[src/hdl/serial_speech_rom_emulator_macros.svh]
// Assertion macros shared by the serial speech ROM emulator modules.
// Every module that asserts includes this header; the including scope must
// provide clk and rst.
`ifndef SERIAL_SPEECH_ROM_EMULATOR_MACROS_SVH
`define SERIAL_SPEECH_ROM_EMULATOR_MACROS_SVH

`ifndef ASSERT_OFF

// Checked at every rising edge of clk outside of reset.
`define SSRE_ASSERT(lbl, prop, msg) \
  lbl: assert property (@(posedge clk) disable iff (rst) prop) else $error(msg);

// Checked at every rising edge of clk, reset included.
`define SSRE_ASSERT_ALWAYS(lbl, prop, msg) \
  lbl: assert property (@(posedge clk) prop) else $error(msg);

`else

`define SSRE_ASSERT(lbl, prop, msg)
`define SSRE_ASSERT_ALWAYS(lbl, prop, msg)

`endif

`endif

[src/hdl/ssre_pkg.sv]
// Package for the serial speech ROM emulator: sizes, word types and commands.
// Used by every module of the block; depends on nothing else.
`timescale 1ns / 1ps

package ssre_pkg;

  // Address geometry.
  localparam int ADDRESS_BITS     = 20;
  localparam int SLOT_OFFSET_BITS = 14;
  localparam int ADDRESS_NIBBLES  = 5;
  localparam int NIBBLE_COUNT_W   = 3;
  localparam int SLOT_W           = 4;
  localparam int SLOTS            = 1 << SLOT_W;
  localparam int NEXT_ADDR_W      = 20;
  localparam int BIT_POS_W        = 4;
  localparam int BYTE_BITS        = 8;

  // Depth of the queue between front and back.
  localparam int QUEUE_DEPTH = 2;
  localparam int QPTR_W      = (QUEUE_DEPTH > 1) ? $clog2(QUEUE_DEPTH) : 1;
  localparam int QCOUNT_W    = $clog2(QUEUE_DEPTH + 1);

  // Bus operation codes as they arrive on the op field.
  localparam logic OP_ADDRESS = 1'b0;
  localparam logic OP_READ    = 1'b1;

  // Command kinds after classification.
  typedef enum logic {
    CMD_ADDRESS = 1'b0,
    CMD_READ    = 1'b1
  } cmd_kind_t;

  typedef struct packed {
    logic       op;
    logic [3:0] nibble;
    logic       sensed_line;
    logic [7:0] rom_byte;
  } item_t;

  typedef struct packed {
    logic                   drive_enable;
    logic                   data_bit;
    logic [NEXT_ADDR_W-1:0] next_byte_address;
    logic                   conflict;
    logic [1:0]             phase;
  } result_t;

  typedef struct packed {
    cmd_kind_t  kind;
    logic [3:0] nibble;
    logic       sensed_line;
    logic [7:0] rom_byte;
  } cmd_t;

endpackage

[src/hdl/ssre_front.sv]
// Front end of the serial speech ROM emulator: accepts bus event words and
// classifies them into commands for the queue. Depends on ssre_pkg.
`timescale 1ns / 1ps

module ssre_front (
  input  logic            item_valid,
  output logic            item_stall,
  input  ssre_pkg::item_t item,
  input  logic            q_full,
  output logic            push,
  output ssre_pkg::cmd_t  cmd
);
  import ssre_pkg::*;

  // The queue sets the pace of the input channel.
  assign item_stall = q_full;
  assign push       = item_valid && !q_full;

  // Classify the bus event and carry its nibble, sensed line and ROM byte along.
  always_comb begin
    cmd.nibble      = item.nibble;
    cmd.sensed_line = item.sensed_line;
    cmd.rom_byte    = item.rom_byte;
    unique case (item.op)
      OP_ADDRESS: cmd.kind = CMD_ADDRESS;
      OP_READ:    cmd.kind = CMD_READ;
      default:    cmd.kind = CMD_READ;
    endcase
  end

endmodule

[src/hdl/ssre_queue.sv]
// Short command queue between front and back of the serial speech ROM
// emulator, so that each side can stall on its own. Depends on ssre_pkg.
`timescale 1ns / 1ps

module ssre_queue (
  input  logic           clk,
  input  logic           rst,
  input  logic           push,
  input  ssre_pkg::cmd_t push_cmd,
  output logic           full,
  input  logic           pop,
  output logic           q_valid,
  output ssre_pkg::cmd_t head
);
  import ssre_pkg::*;
  `include "serial_speech_rom_emulator_macros.svh"

  cmd_t                entries [QUEUE_DEPTH];
  logic [QPTR_W-1:0]   wr_ptr;
  logic [QPTR_W-1:0]   rd_ptr;
  logic [QCOUNT_W-1:0] count;

  assign full    = (count == QCOUNT_W'(QUEUE_DEPTH));
  assign q_valid = (count != '0);
  assign head    = entries[rd_ptr];

  // Entry storage needs no reset.
  always_ff @(posedge clk) begin
    if (push) begin
      entries[wr_ptr] <= push_cmd;
    end
  end

  // Pointers and fill count.
  always_ff @(posedge clk) begin
    if (rst) begin
      wr_ptr <= '0;
      rd_ptr <= '0;
      count  <= '0;
    end else begin
      if (push) begin
        wr_ptr <= (wr_ptr == QPTR_W'(QUEUE_DEPTH - 1)) ? '0 : wr_ptr + 1'b1;
      end
      if (pop) begin
        rd_ptr <= (rd_ptr == QPTR_W'(QUEUE_DEPTH - 1)) ? '0 : rd_ptr + 1'b1;
      end
      if (push && !pop) begin
        count <= count + 1'b1;
      end else if (pop && !push) begin
        count <= count - 1'b1;
      end
    end
  end

  `SSRE_ASSERT(a_no_overflow, push |-> !full, "queue written while full")
  `SSRE_ASSERT(a_no_underflow, pop |-> q_valid, "queue read while empty")
  `SSRE_ASSERT(a_count_step, (push && !pop) |=> count == $past(count) + 1'b1,
               "queue count did not follow a lone push")

endmodule

[src/hdl/ssre_back.sv]
// Back end of the serial speech ROM emulator: address loading, bit-serial
// read-out, line conflict detection and the per-slot ignore marks, with the
// registered result word. Depends on ssre_pkg.
`timescale 1ns / 1ps

module ssre_back (
  input  logic              clk,
  input  logic              rst,
  input  logic              q_valid,
  input  ssre_pkg::cmd_t    head,
  output logic              pop,
  output logic              result_valid,
  input  logic              result_stall,
  output ssre_pkg::result_t result
);
  import ssre_pkg::*;
  `include "serial_speech_rom_emulator_macros.svh"

  typedef enum logic [1:0] {
    ST_LOAD  = 2'd0,
    ST_DUMMY = 2'd1,
    ST_FIRST = 2'd2,
    ST_READ  = 2'd3
  } state_t;

  state_t                    state, state_next;
  logic [NIBBLE_COUNT_W-1:0] nib_count, nib_count_next;
  logic [ADDRESS_BITS-1:0]   addr, addr_next;
  logic [BIT_POS_W-1:0]      bit_pos, bit_pos_next;
  logic [BYTE_BITS-1:0]      shift_byte, shift_byte_next;
  logic                      last_bit, last_bit_next;
  logic                      emulating, emulating_next;
  logic [SLOTS-1:0]          ignored, ignored_next;
  result_t                   result_next;

  logic                      fire;
  logic [ADDRESS_BITS-1:0]   addr_inc;
  logic [ADDRESS_BITS-1:0]   addr_loaded;
  logic [NIBBLE_COUNT_W:0]   count_inc;
  logic [SLOT_W-1:0]         cur_slot;
  logic [SLOT_W-1:0]         look_slot;
  logic [ADDRESS_BITS-1:0]   look_addr;
  logic                      look_ignored;
  logic                      mark;
  logic [BIT_POS_W-1:0]      bit_eff;
  logic [BYTE_BITS-1:0]      byte_eff;
  logic [2:0]                bit_sel;

  // A word moves on whenever the result register is free or being taken.
  assign fire = q_valid && (!result_valid || !result_stall);
  assign pop  = fire;

  assign addr_inc    = addr + 1'b1;
  assign count_inc   = {1'b0, nib_count} + 1'b1;
  assign addr_loaded = addr | (ADDRESS_BITS'(head.nibble) << {nib_count, 2'b00});
  assign cur_slot    = SLOT_W'(addr >> SLOT_OFFSET_BITS);

  // A read strobe while driving finds the line at a level other than the driven bit.
  assign mark = (head.kind == CMD_READ) && (state == ST_READ) && emulating &&
                (head.sensed_line != last_bit);

  // One ignore-mark lookup: the freshly loaded address or the next byte.
  assign look_addr    = (head.kind == CMD_ADDRESS) ? addr_loaded : addr_inc;
  assign look_slot    = SLOT_W'(look_addr >> SLOT_OFFSET_BITS);
  assign look_ignored = ignored[look_slot] || (mark && (look_slot == cur_slot));

  // Next state for the command at the queue head.
  always_comb begin
    state_next      = state;
    nib_count_next  = nib_count;
    addr_next       = addr;
    bit_pos_next    = bit_pos;
    shift_byte_next = shift_byte;
    last_bit_next   = last_bit;
    emulating_next  = emulating;
    ignored_next    = ignored;
    bit_eff         = bit_pos;
    byte_eff        = shift_byte;
    bit_sel         = 3'd7 - bit_pos[2:0];

    unique case (head.kind)
      CMD_ADDRESS: begin
        if (state == ST_LOAD) begin
          addr_next      = addr_loaded;
          nib_count_next = count_inc[NIBBLE_COUNT_W-1:0];
          if (count_inc >= (NIBBLE_COUNT_W + 1)'(ADDRESS_NIBBLES)) begin
            nib_count_next = '0;
            state_next     = ST_DUMMY;
            emulating_next = !look_ignored;
          end
        end else begin
          // Any other phase: the nibble opens a new address load.
          addr_next      = ADDRESS_BITS'(head.nibble);
          nib_count_next = NIBBLE_COUNT_W'(1);
          state_next     = ST_LOAD;
          emulating_next = 1'b0;
          bit_pos_next   = '0;
        end
      end
      CMD_READ: begin
        unique case (state)
          ST_LOAD: begin
            addr_next      = '0;
            nib_count_next = '0;
            emulating_next = 1'b0;
            bit_pos_next   = '0;
          end
          ST_DUMMY: begin
            state_next = ST_FIRST;
          end
          ST_FIRST: begin
            byte_eff        = head.rom_byte;
            bit_eff         = '0;
            shift_byte_next = head.rom_byte;
            state_next      = ST_READ;
            bit_sel         = 3'd7;
            last_bit_next   = head.rom_byte[3'd7];
            bit_pos_next    = BIT_POS_W'(1);
          end
          ST_READ: begin
            // Check the previously driven bit against the line.
            if (mark) begin
              ignored_next[cur_slot] = 1'b1;
              emulating_next         = 1'b0;
            end
            if (bit_pos >= BIT_POS_W'(BYTE_BITS)) begin
              addr_next       = addr_inc;
              byte_eff        = head.rom_byte;
              bit_eff         = '0;
              shift_byte_next = head.rom_byte;
              if (addr_inc[SLOT_OFFSET_BITS-1:0] == '0) begin
                emulating_next = !look_ignored;
              end
            end
            bit_sel       = 3'd7 - bit_eff[2:0];
            last_bit_next = byte_eff[bit_sel];
            bit_pos_next  = bit_eff + 1'b1;
          end
          default: begin
            state_next = ST_LOAD;
          end
        endcase
      end
      default: begin
        state_next = state;
      end
    endcase
  end

  // Result word for this command.
  always_comb begin
    result_next.drive_enable = (state_next == ST_READ) && emulating_next;
    result_next.data_bit     = (state_next == ST_READ) && emulating_next && last_bit_next;
    result_next.conflict     = mark;
    result_next.phase        = 2'(state_next);
    if (state_next == ST_LOAD) begin
      result_next.next_byte_address = '0;
    end else if ((state_next == ST_READ) && (bit_pos_next >= BIT_POS_W'(BYTE_BITS))) begin
      result_next.next_byte_address = NEXT_ADDR_W'(addr_inc);
    end else begin
      result_next.next_byte_address = NEXT_ADDR_W'(addr_next);
    end
  end

  // State and registered result.
  always_ff @(posedge clk) begin
    if (rst) begin
      state        <= ST_LOAD;
      nib_count    <= '0;
      addr         <= '0;
      bit_pos      <= '0;
      last_bit     <= 1'b0;
      emulating    <= 1'b0;
      ignored      <= '0;
      result_valid <= 1'b0;
    end else begin
      if (fire) begin
        state      <= state_next;
        nib_count  <= nib_count_next;
        addr       <= addr_next;
        bit_pos    <= bit_pos_next;
        shift_byte <= shift_byte_next;
        last_bit   <= last_bit_next;
        emulating  <= emulating_next;
        ignored    <= ignored_next;
        result     <= result_next;
        result_valid <= 1'b1;
      end else if (!result_stall) begin
        result_valid <= 1'b0;
      end
    end
  end

  `SSRE_ASSERT(a_conflict_reported,
               (fire && mark) |=> result_valid && result.conflict,
               "line conflict was not reported")
  `SSRE_ASSERT(a_load_no_address,
               (result_valid && (result.phase == 2'(ST_LOAD))) |->
               (result.next_byte_address == '0) && !result.drive_enable,
               "loading phase shows an address or drives the line")
  `SSRE_ASSERT(a_marks_sticky,
               1'b1 |=> ($past(ignored) & ~ignored) == '0,
               "a slot ignore mark was cleared")

endmodule

[src/hdl/serial_speech_rom_emulator.sv]
// Top level of the serial speech ROM emulator: front classifier, command
// queue and back end. Depends on ssre_pkg, ssre_front, ssre_queue, ssre_back.
//
//   channel   direction   valid          stall          word
//   item      in          item_valid     item_stall     ssre_pkg::item_t
//   result    out         result_valid   result_stall   ssre_pkg::result_t
//
// One bus event word can be accepted every clock cycle while the queue is not
// full; it goes to a queue entry and its result word then to the back end's
// result register. The back end updates address, bit position and slot marks
// for one word per cycle while the result is not stalled. Reset clears all
// control state and every slot ignore mark at once. A stalled result holds
// the back end; the two-entry queue then fills and stalls the input channel.
`timescale 1ns / 1ps

module serial_speech_rom_emulator (
  input  logic              clk,
  input  logic              rst,
  input  logic              item_valid,
  output logic              item_stall,
  input  ssre_pkg::item_t   item,
  output logic              result_valid,
  input  logic              result_stall,
  output ssre_pkg::result_t result
);
  import ssre_pkg::*;

  logic q_full;
  logic push;
  logic pop;
  logic q_valid;
  cmd_t push_cmd;
  cmd_t head;

  // Accept and classify incoming words.
  ssre_front u_front (
    .item_valid (item_valid),
    .item_stall (item_stall),
    .item       (item),
    .q_full     (q_full),
    .push       (push),
    .cmd        (push_cmd)
  );

  // Decouple the two sides.
  ssre_queue u_queue (
    .clk      (clk),
    .rst      (rst),
    .push     (push),
    .push_cmd (push_cmd),
    .full     (q_full),
    .pop      (pop),
    .q_valid  (q_valid),
    .head     (head)
  );

  // Carry out the commands and register the results.
  ssre_back u_back (
    .clk          (clk),
    .rst          (rst),
    .q_valid      (q_valid),
    .head         (head),
    .pop          (pop),
    .result_valid (result_valid),
    .result_stall (result_stall),
    .result       (result)
  );

endmodule
[config.mk]
export PLATFORM = sky130hd
export DESIGN_NAME = serial_speech_rom_emulator
export DESIGN_NICKNAME = d
export VERILOG_FILES = /design/src/hdl/ssre_pkg.sv /design/src/hdl/ssre_front.sv /design/src/hdl/ssre_queue.sv /design/src/hdl/ssre_back.sv /design/src/hdl/serial_speech_rom_emulator.sv
export VERILOG_INCLUDE_DIRS = /design/src /design/src/hdl
export SDC_FILE = /design/constraint.sdc
export NUM_CORES = 1
export LEC_CHECK = 0
export BUFFER_PORTS_ARGS = -buffer_cell sky130_fd_sc_hd__buf_2
export CAP_MARGIN = 40
export CORE_MARGIN = 3
export CORE_UTILIZATION = 44
export CTS_CLUSTER_DIAMETER = 40
export DETAILED_ROUTE_END_ITERATION = 16
export PLACE_DENSITY = 0.6
export SETUP_SLACK_MARGIN = 0.5
export SLEW_MARGIN = 20
export SYNTH_ARGS = -nofsm -noshare
export SYNTH_HDL_FRONTEND = slang
export SYNTH_SLANG_ARGS = --single-unit
[constraint.sdc]
create_clock -name clk -period 3.1 [get_ports clk]
set_input_delay 0.62 -clock clk [delete_from_list [all_inputs] [get_ports clk]]
set_output_delay 0.62 -clock clk [all_outputs]
set_load 0.03 [all_outputs]
==> results of run 1 <==
## power by group through the flow
stage	Clock (W)	Sequential [W]	Combinational, W
floorplan	0	0.00239	0.00237
global placement	0	0.00246	0.00315
detailed placement	0	0.00247	0.00321
CTS	0.00199	0.00249	0.00332
global route	0.00207	0.00254	0.00391
finish	0.00197	0.00250	0.00362
## final cells by class
cell class | count | area, um2 | share of cell area [%]
well taps | 184 | 230 | 2.78
inverters | 15 | 56.3 | 0.681
multi-input cells | 539 | 3660 | 44.2
flip-flops and latches | 114 | 2940 | 35.5
clock inverters | 15 | 164 | 1.98
repair buffers | 119 | 800 | 9.67
clock buffers | 17 | 425 | 5.14
## cells in the mapped netlist (8+ instances only)
cell type and instances:
buf_2 12, and3_1 8, nor3_1 16, a211oi_1 35, nor2_1 108, xnor2_1 15, nand3_1 16, ha_1 11
a22oi_1 8, a21oi_1 64, nand2_1 47, mux2i_1 14, o21ai_0 35, a31oi_1 9, xor2_1 12, dfxtp_1 53
nand4_1 8, clkbuf_1 30, edfxtp_1 61, inv_1 14
## flip-flops by register name, summed over array words and instances (netlist names), 3 cells and up, named ones only
signal	flops
u_back.ignored	16
u_back.nib_count	3
u_back.result	25
u_back.bit_pos	4
u_queue.entries	28
u_back.shift_byte	8
u_back.addr	20
## path summary, 6_finish.rpt
kind	to	cells after the start
max	u_back.result[23]	9
min	u_queue.entries[1][13]	1
max reg2reg	u_back.result[23]	9
min reg2reg	u_back.ignored[15]	2
## kinds of logic (layout without fill, tap and decap cells)
| family | after synthesis | count (layout) | share of synthesized area, % |
|---|---|---|---|
| compound gates | 216 | 216 | 21.4 |
| xor+xnor | 27 | 27 | 3.52 |
| fa+ha+maj | 11 | 11 | 2.05 |
| buf+inv | 74 | 166 | 5.66 |
| flops | 114 | 114 | 43.1 |
| mux | 23 | 23 | 3.87 |
| simple gates | 262 | 262 | 20.4 |
## routing by layer
metal | part of all wire [%] | track usage (%) | up-vias
li1 | - | - | 2843
met1 | 43 | 31.0 | 2930
met2 | 47 | 37.3 | 275
met3 | 6.7 | 4.45 | 67
met4 | 3.3 | 10.6 | 0
met5 | 0 | 0 | -
## timing repair
| action | CTS | global route |
|---|---|---|
| setup buffers | 17 | 19 |
| pin swaps | 21 | 20 |
| resized for setup | 41 | 25 |
| setup endpoints to repair | 10 | 14 |
## per-stage QoR
step / instances / hold WS (ps) / util (%) / instance area (um2) / worst slack (ps)
after floorplan: 727 / 432 / - / 6740 / 502
after global placement: 934 / 469 / 48.6 / 7170 / 272
after detailed placement: 935 / 466 / 48.6 / 7170 / 149
after CTS: 984 / 375 / 54.3 / 8010 / 485
after global routing: 1003 / 376 / 56.0 / 8270 / 457
final: 1003 / 382 / 56.0 / 8270 / 489
## layout by cell type (no fill, tap or decap), types with 7 or more instances in the layout
cell type  netlist  layout
nor2_1         108     106
buf_4            1      70
a21oi_1         64      61
edfxtp_1        61      61
nand2_1         47      45
buf_2           12      45
dfxtp_1         53      35
o21ai_0         35      34
a211oi_1        35      33
clkbuf_16        0      17
nand3_1         16      16
nor3_1          16      15
inv_1           14      14
xnor2_1         15      13
mux2i_1         14      12
xor2_1          12      12
dfxtp_2          0      10
a31oi_1          9       8
nand4_1          8       8
ha_1            11       8
dfxtp_4          0       8
o22ai_1          7       7
nand2b_1         7       7
and3_1           8       7
a22oi_1          8       7
## worst max-delay path: cells and delay by family (launching register included)
kind | cells | cell delay, ps
and+or+nand+nor | 3 | 750
DFF | 1 | 370
adders and majority gates | 1 | 160
AOI/OAI and AO/OA | 5 | 1080
==> impl_metrics.csv, run 1 <==
group,metric,value,unit
worst_hold_path,hp-start,"item[13]",
setup_path,cp.arrival,2790,ps
finish,nets,835,
timing,rsz0062_at_grt,"yes",
clocking,cts.sinks,114,
timing,finalSetupTns,0,ps
drt,drc_errors,0,
floorplan,fp-row-count,44,
pwr,comb_power_share,44.8,%
floorplan,die_y,130,um
logic_synthesis,syn_nets,756,
clocking,cts_hold_buffers,0,
place,port_buffers,44,
drt,finalWirelength,19.6,mm
logic_synthesis,synth_area,6720,um2
finish,drive_gt1_share,29.7,%
clocking,path_clk_slew,70,ps
place,routabilityCongestion,1.01,
place,dpl.hpwl,12.9,mm
logic_synthesis,ys_warn_count,0,
logic_synthesis,ys_seq_area_share,43.1,%
logic_synthesis,synth_area_leader_cell,"edfxtp_1",
flow_run,cap_viol_max_count,0,
pwr,fin_total_pwr,0.00809,W
worst_hold_path,hold_class,"primary input to register",
timing,slew_viol_final,0,
setup_path,reg2reg_slack,490,ps
floorplan,core,14800,um2
logic_synthesis,yosys-top-cells-area,"edfxtp_1, dfxtp_1, nor2_1, a21oi_1, a211oi_1",
drt,drt-initial-drc-count,579,
timing,relSlewSlack,48.6,%
drt,vias_per_cell,6.10,
pwr,p_leak,3.10,nW
floorplan,io_pins,45,
logic_synthesis,synth.ff_latch_count,114,
setup_path,startpoint,"u_back.addr[0]",
global_routing,grt.overflow.total,0,
logic_synthesis,synth-async-reset-ratio,0,%
logic_synthesis,synth-edff-count,61,
timing,clock_skew,9.53,ps
setup_path,setup.worst_path.start_class,"register",
timing,worst_slew_pin_slew,765,ps
drt,via_count,6115,
setup_path,crit_fanout,4,
drt,detail_route.wl_per_cell,19.5,um
pwr,intPower,0.00458,W
timing,finalHoldViolations,0,
pwr,clkPwrFrac,24.3,%
logic_synthesis,netlist.area_leader.share,27.3,%
timing,setup_viol,0,
floorplan,die_area,16800,um2
setup_path,critPathRequiredTime,3280,ps
global_routing,grtUsageTotal,23.4,%
pwr,switching_share,43.4,%
pwr,seqPwrFrac,30.9,%
clocking,clockBufferDepth,2,
setup_path,crit_chain,"ha_4 > nand3_4 > or4_4 > o21ai_2 > o31ai_1 > a311oi_1 > a32oi_2 > a21oi_2 > nor3_2",
setup_path,timing.rr.start,"u_back.addr[0]",
clocking,cts_max_level,4,
floorplan,die_w,130,um
clocking,clock-root-buffer,"clkbuf_16",
timing,period_share,84.2,%
logic_synthesis,synthCells,727,
finish,fillers,1326,
global_routing,grt_max_degree,45,
clocking,cts_tree,"built",
drt,ant_nets,0,
setup_path,critPathSlowestCell,"or4_4",
finish,antenna_cells,0,
drt,dr.pass1.iters,5,
setup_path,end_kind,"register",
status,status,"complete, no violations",
global_routing,grt_pass1_wl,30.8,mm
clocking,clk_latency,430,ps
pwr,ir_drop,0.000664,V
timing,fmax,0.383,GHz
logic_synthesis,synth_area_per_cell,9.24,um2
timing,fin_crit,2610,ps
logic_synthesis,ys.flop_type,"edfxtp_1",
floorplan,initial_utilization,45.5,%
pwr,p_per_area,979,nW/um2
setup_path,crit_type,"register to register",
global_routing,grt_pass1_vias,5769,
pwr,switchingPower,0.00352,W
clocking,cts_buffers,17,
global_routing,antenna_found_initial,0,
finish,areaGrowthSynthToFinish,23.1,%
setup_path,cp_slowest_stage_delay,580,ps
logic_synthesis,yosysUniqueCellTypes,83,
Note: power is estimated with default switching activity, not from simulation.
==> run 2, diff against run 1 <==
- clock period: 3.1 -> 2.32 ns (I/O delays scaled with it)
==> impl_metrics.csv, run 2 (synthesis results as in run 1) <==
group,metric,value,unit
status,status,"finished with violations",
status,violations,"setup timing",
place,place_ws,-421,ps
timing,finalSetupTns,-2140,ps
clocking,clock-root-buffer,"clkbuf_16",
floorplan,core,14800,um2
setup_path,end_kind,"register",
timing,relSlewSlack,57.8,%
finish,reg_top3,"u_queue.entries (28), u_back.result (25), u_back.addr (20)",
setup_path,critical_path_buf_inv_count,2,
floorplan,initial_utilization,45.5,%
timing,slew_viol_final,0,
clocking,cts.sinks,114,
global_routing,grt_pass1_vias,6781,
worst_hold_path,whs_path_depth,1,
setup_path,crit_type,"register to register",
finish,nets,976,
setup_path,crit_cells,11,
finish,fillers,1034,
timing,setup_viol,24,
place,post_dp_cell_area,8260,um2
setup_path,crit_fanout,3,
global_routing,grt_max_degree,30,
floorplan,die_area,16800,um2
timing,worst_slew_pin_slew,634,ps
place,dp_cells,1039,
drt,detail_route.wl_per_cell,21.5,um
floorplan,fp-row-count,44,
drt,finalWirelength,24.6,mm
setup_path,r2r_cells,11,
clocking,cts_hold_buffers,0,
finish,fin_cells,1144,
setup_path,crit_chain,"ha_4 > buf_4 > and3_1 > a311oi_2 > o211ai_1 > a221oi_2 > buf_4 > a21oi_1 > a21o_1 > a21oi_2 > nor2_1",
clocking,clockBufferDepth,2,
global_routing,grtUsageTotal,28.4,%
finish,max_flop_register,"u_queue.entries",
setup_path,cp.arrival,2710,ps
timing,clock_skew,8.57,ps
clocking,cts_max_level,4,
timing,rsz0062_at_grt,"yes",
pwr,p_per_area,1290,nW/um2
drt,ant_nets,0,
flow_run,cap_viol_max_count,0,
floorplan,die_y,130,um
setup_path,critPathSlowestCell,"a221oi_2",
finish,drive_gt1_share,54.6,%
drt,via_count,6932,
clocking,cts_tree,"built",
pwr,p_leak,4.21,nW
pwr,ir_drop,0.000752,V
setup_path,cp_slowest_stage_delay,370,ps
drt,dr.pass1.iters,5,
place,dpl.hpwl,15.2,mm
setup_path,crit_family,"compound AO/OA/AOI/OAI gates",
drt,vias_per_cell,6.06,
global_routing,grt.overflow.total,0,
clocking,clk_latency,420,ps
floorplan,die_w,130,um
timing,finalHoldViolations,0,
clocking,path_clk_slew,60,ps
place,port_buffers,44,
timing,finalWorstSetupSlack,-222,ps
place,routabilityCongestion,0.914,
global_routing,grt_pass1_wl,36.7,mm
global_routing,antenna_found_initial,0,
drt,drt-initial-drc-count,710,
clocking,cts_buffers,17,
finish,fin_area,10700,um2
finish,areaGrowthSynthToFinish,59.3,%
timing,fin_hold_ws,233,ps
setup_path,critPathRequiredTime,2490,ps
finish,antenna_cells,0,
timing,period_share,110,%
floorplan,io_pins,45,
worst_hold_path,hold_class,"primary input to register",
setup_path,setup.worst_path.start_class,"register",
setup_path,path_common_cell,"buf_4",
finish,mostFrequentLayoutCells,"buf_4, nor2_1, edfxtp_1",
timing,fin_crit,2540,ps
drt,drc_errors,0,
timing,fmax,0.393,GHz
finish,largest_reg_flops,28,
finish,layout_commonest_cell,"buf_4",
==> run 2: cell count changes in the layout (fill, tap and decap cells not counted), sizes merged <==
cell / previous run / this run
buf: 119 / 258
clkinvlp: 1 / 4
inv: 24 / 21
clkbuf: 17 / 18
or2: 5 / 6
==> run 2: per-stage QoR <==
step | utilization [%] | power, W
detailed placement | 56.0 | 0.00875
finish | 72.5 | 0.0138
global route | 72.5 | 0.0144
global placement | 56.0 | 0.00868
CTS | 67.8 | 0.0126
floorplan | - | 0.00672
==> run 2: cell type report <==
type	instances	area, um2	share of cell area, %
flip-flops and latches	114	2950	27.6
inverters	15	81.3	0.760
clock inverters	15	146	1.37
well taps	184	230	2.15
multi-input cells	540	4610	43.1
clock buffers	17	425	3.98
repair buffers	259	2250	21.0
==> run 2: what timing repair did <==
action | CTS | global route
endpoints found under the setup margin | 75 | 78
cloned | 3 | 2
pin swaps | 71 | 57
gates resized for setup | 179 | 123
buffers inserted | 53 | 15
==> run 2: path summary, 6_finish.rpt <==
check | startpoint | to | slack, ps
worst min register to register | u_back.ignored[14] | u_back.ignored[14] | 480
worst min-delay path | item[2] | u_queue.entries[0][2] | 230
worst max-delay path | u_back.addr[1] | u_back.result[24] | -220
worst max register to register | u_back.addr[1] | u_back.result[24] | -220
==> run 2: power by group <==
group          total (W)  internal [W]  leakage, nW  switching [W]
combinational    0.00800       0.00352         2.93        0.00448
sequential       0.00323       0.00274         1.02       0.000489
clock            0.00255       0.00150        0.270        0.00105
total             0.0138       0.00776         4.21        0.00601
==> run 2: layer usage <==
metal / share of wire, % / wire, um / vias to the layer above / GRT usage (%)
met4: 4.8 / 1190 / 0 / 13.9
li1: - / - / 3138 / -
met1: 41 / 9970 / 3375 / 35.2
met3: 5.8 / 1420 / 99 / 5.48
met2: 49 / 12000 / 320 / 47.6
met5: 0 / 0 / - / 0
==> run 2: worst reg2reg max path, cell delays in order, from the launching register on <==
cell      delay, ps
dfxtp_4         360
ha_4            180
buf_4           140
and3_1          200
a311oi_2        290
o211ai_1        130
a221oi_2        370
buf_4           180
a21oi_1          50
a21o_1          180
a21oi_2         150
nor2_1           60
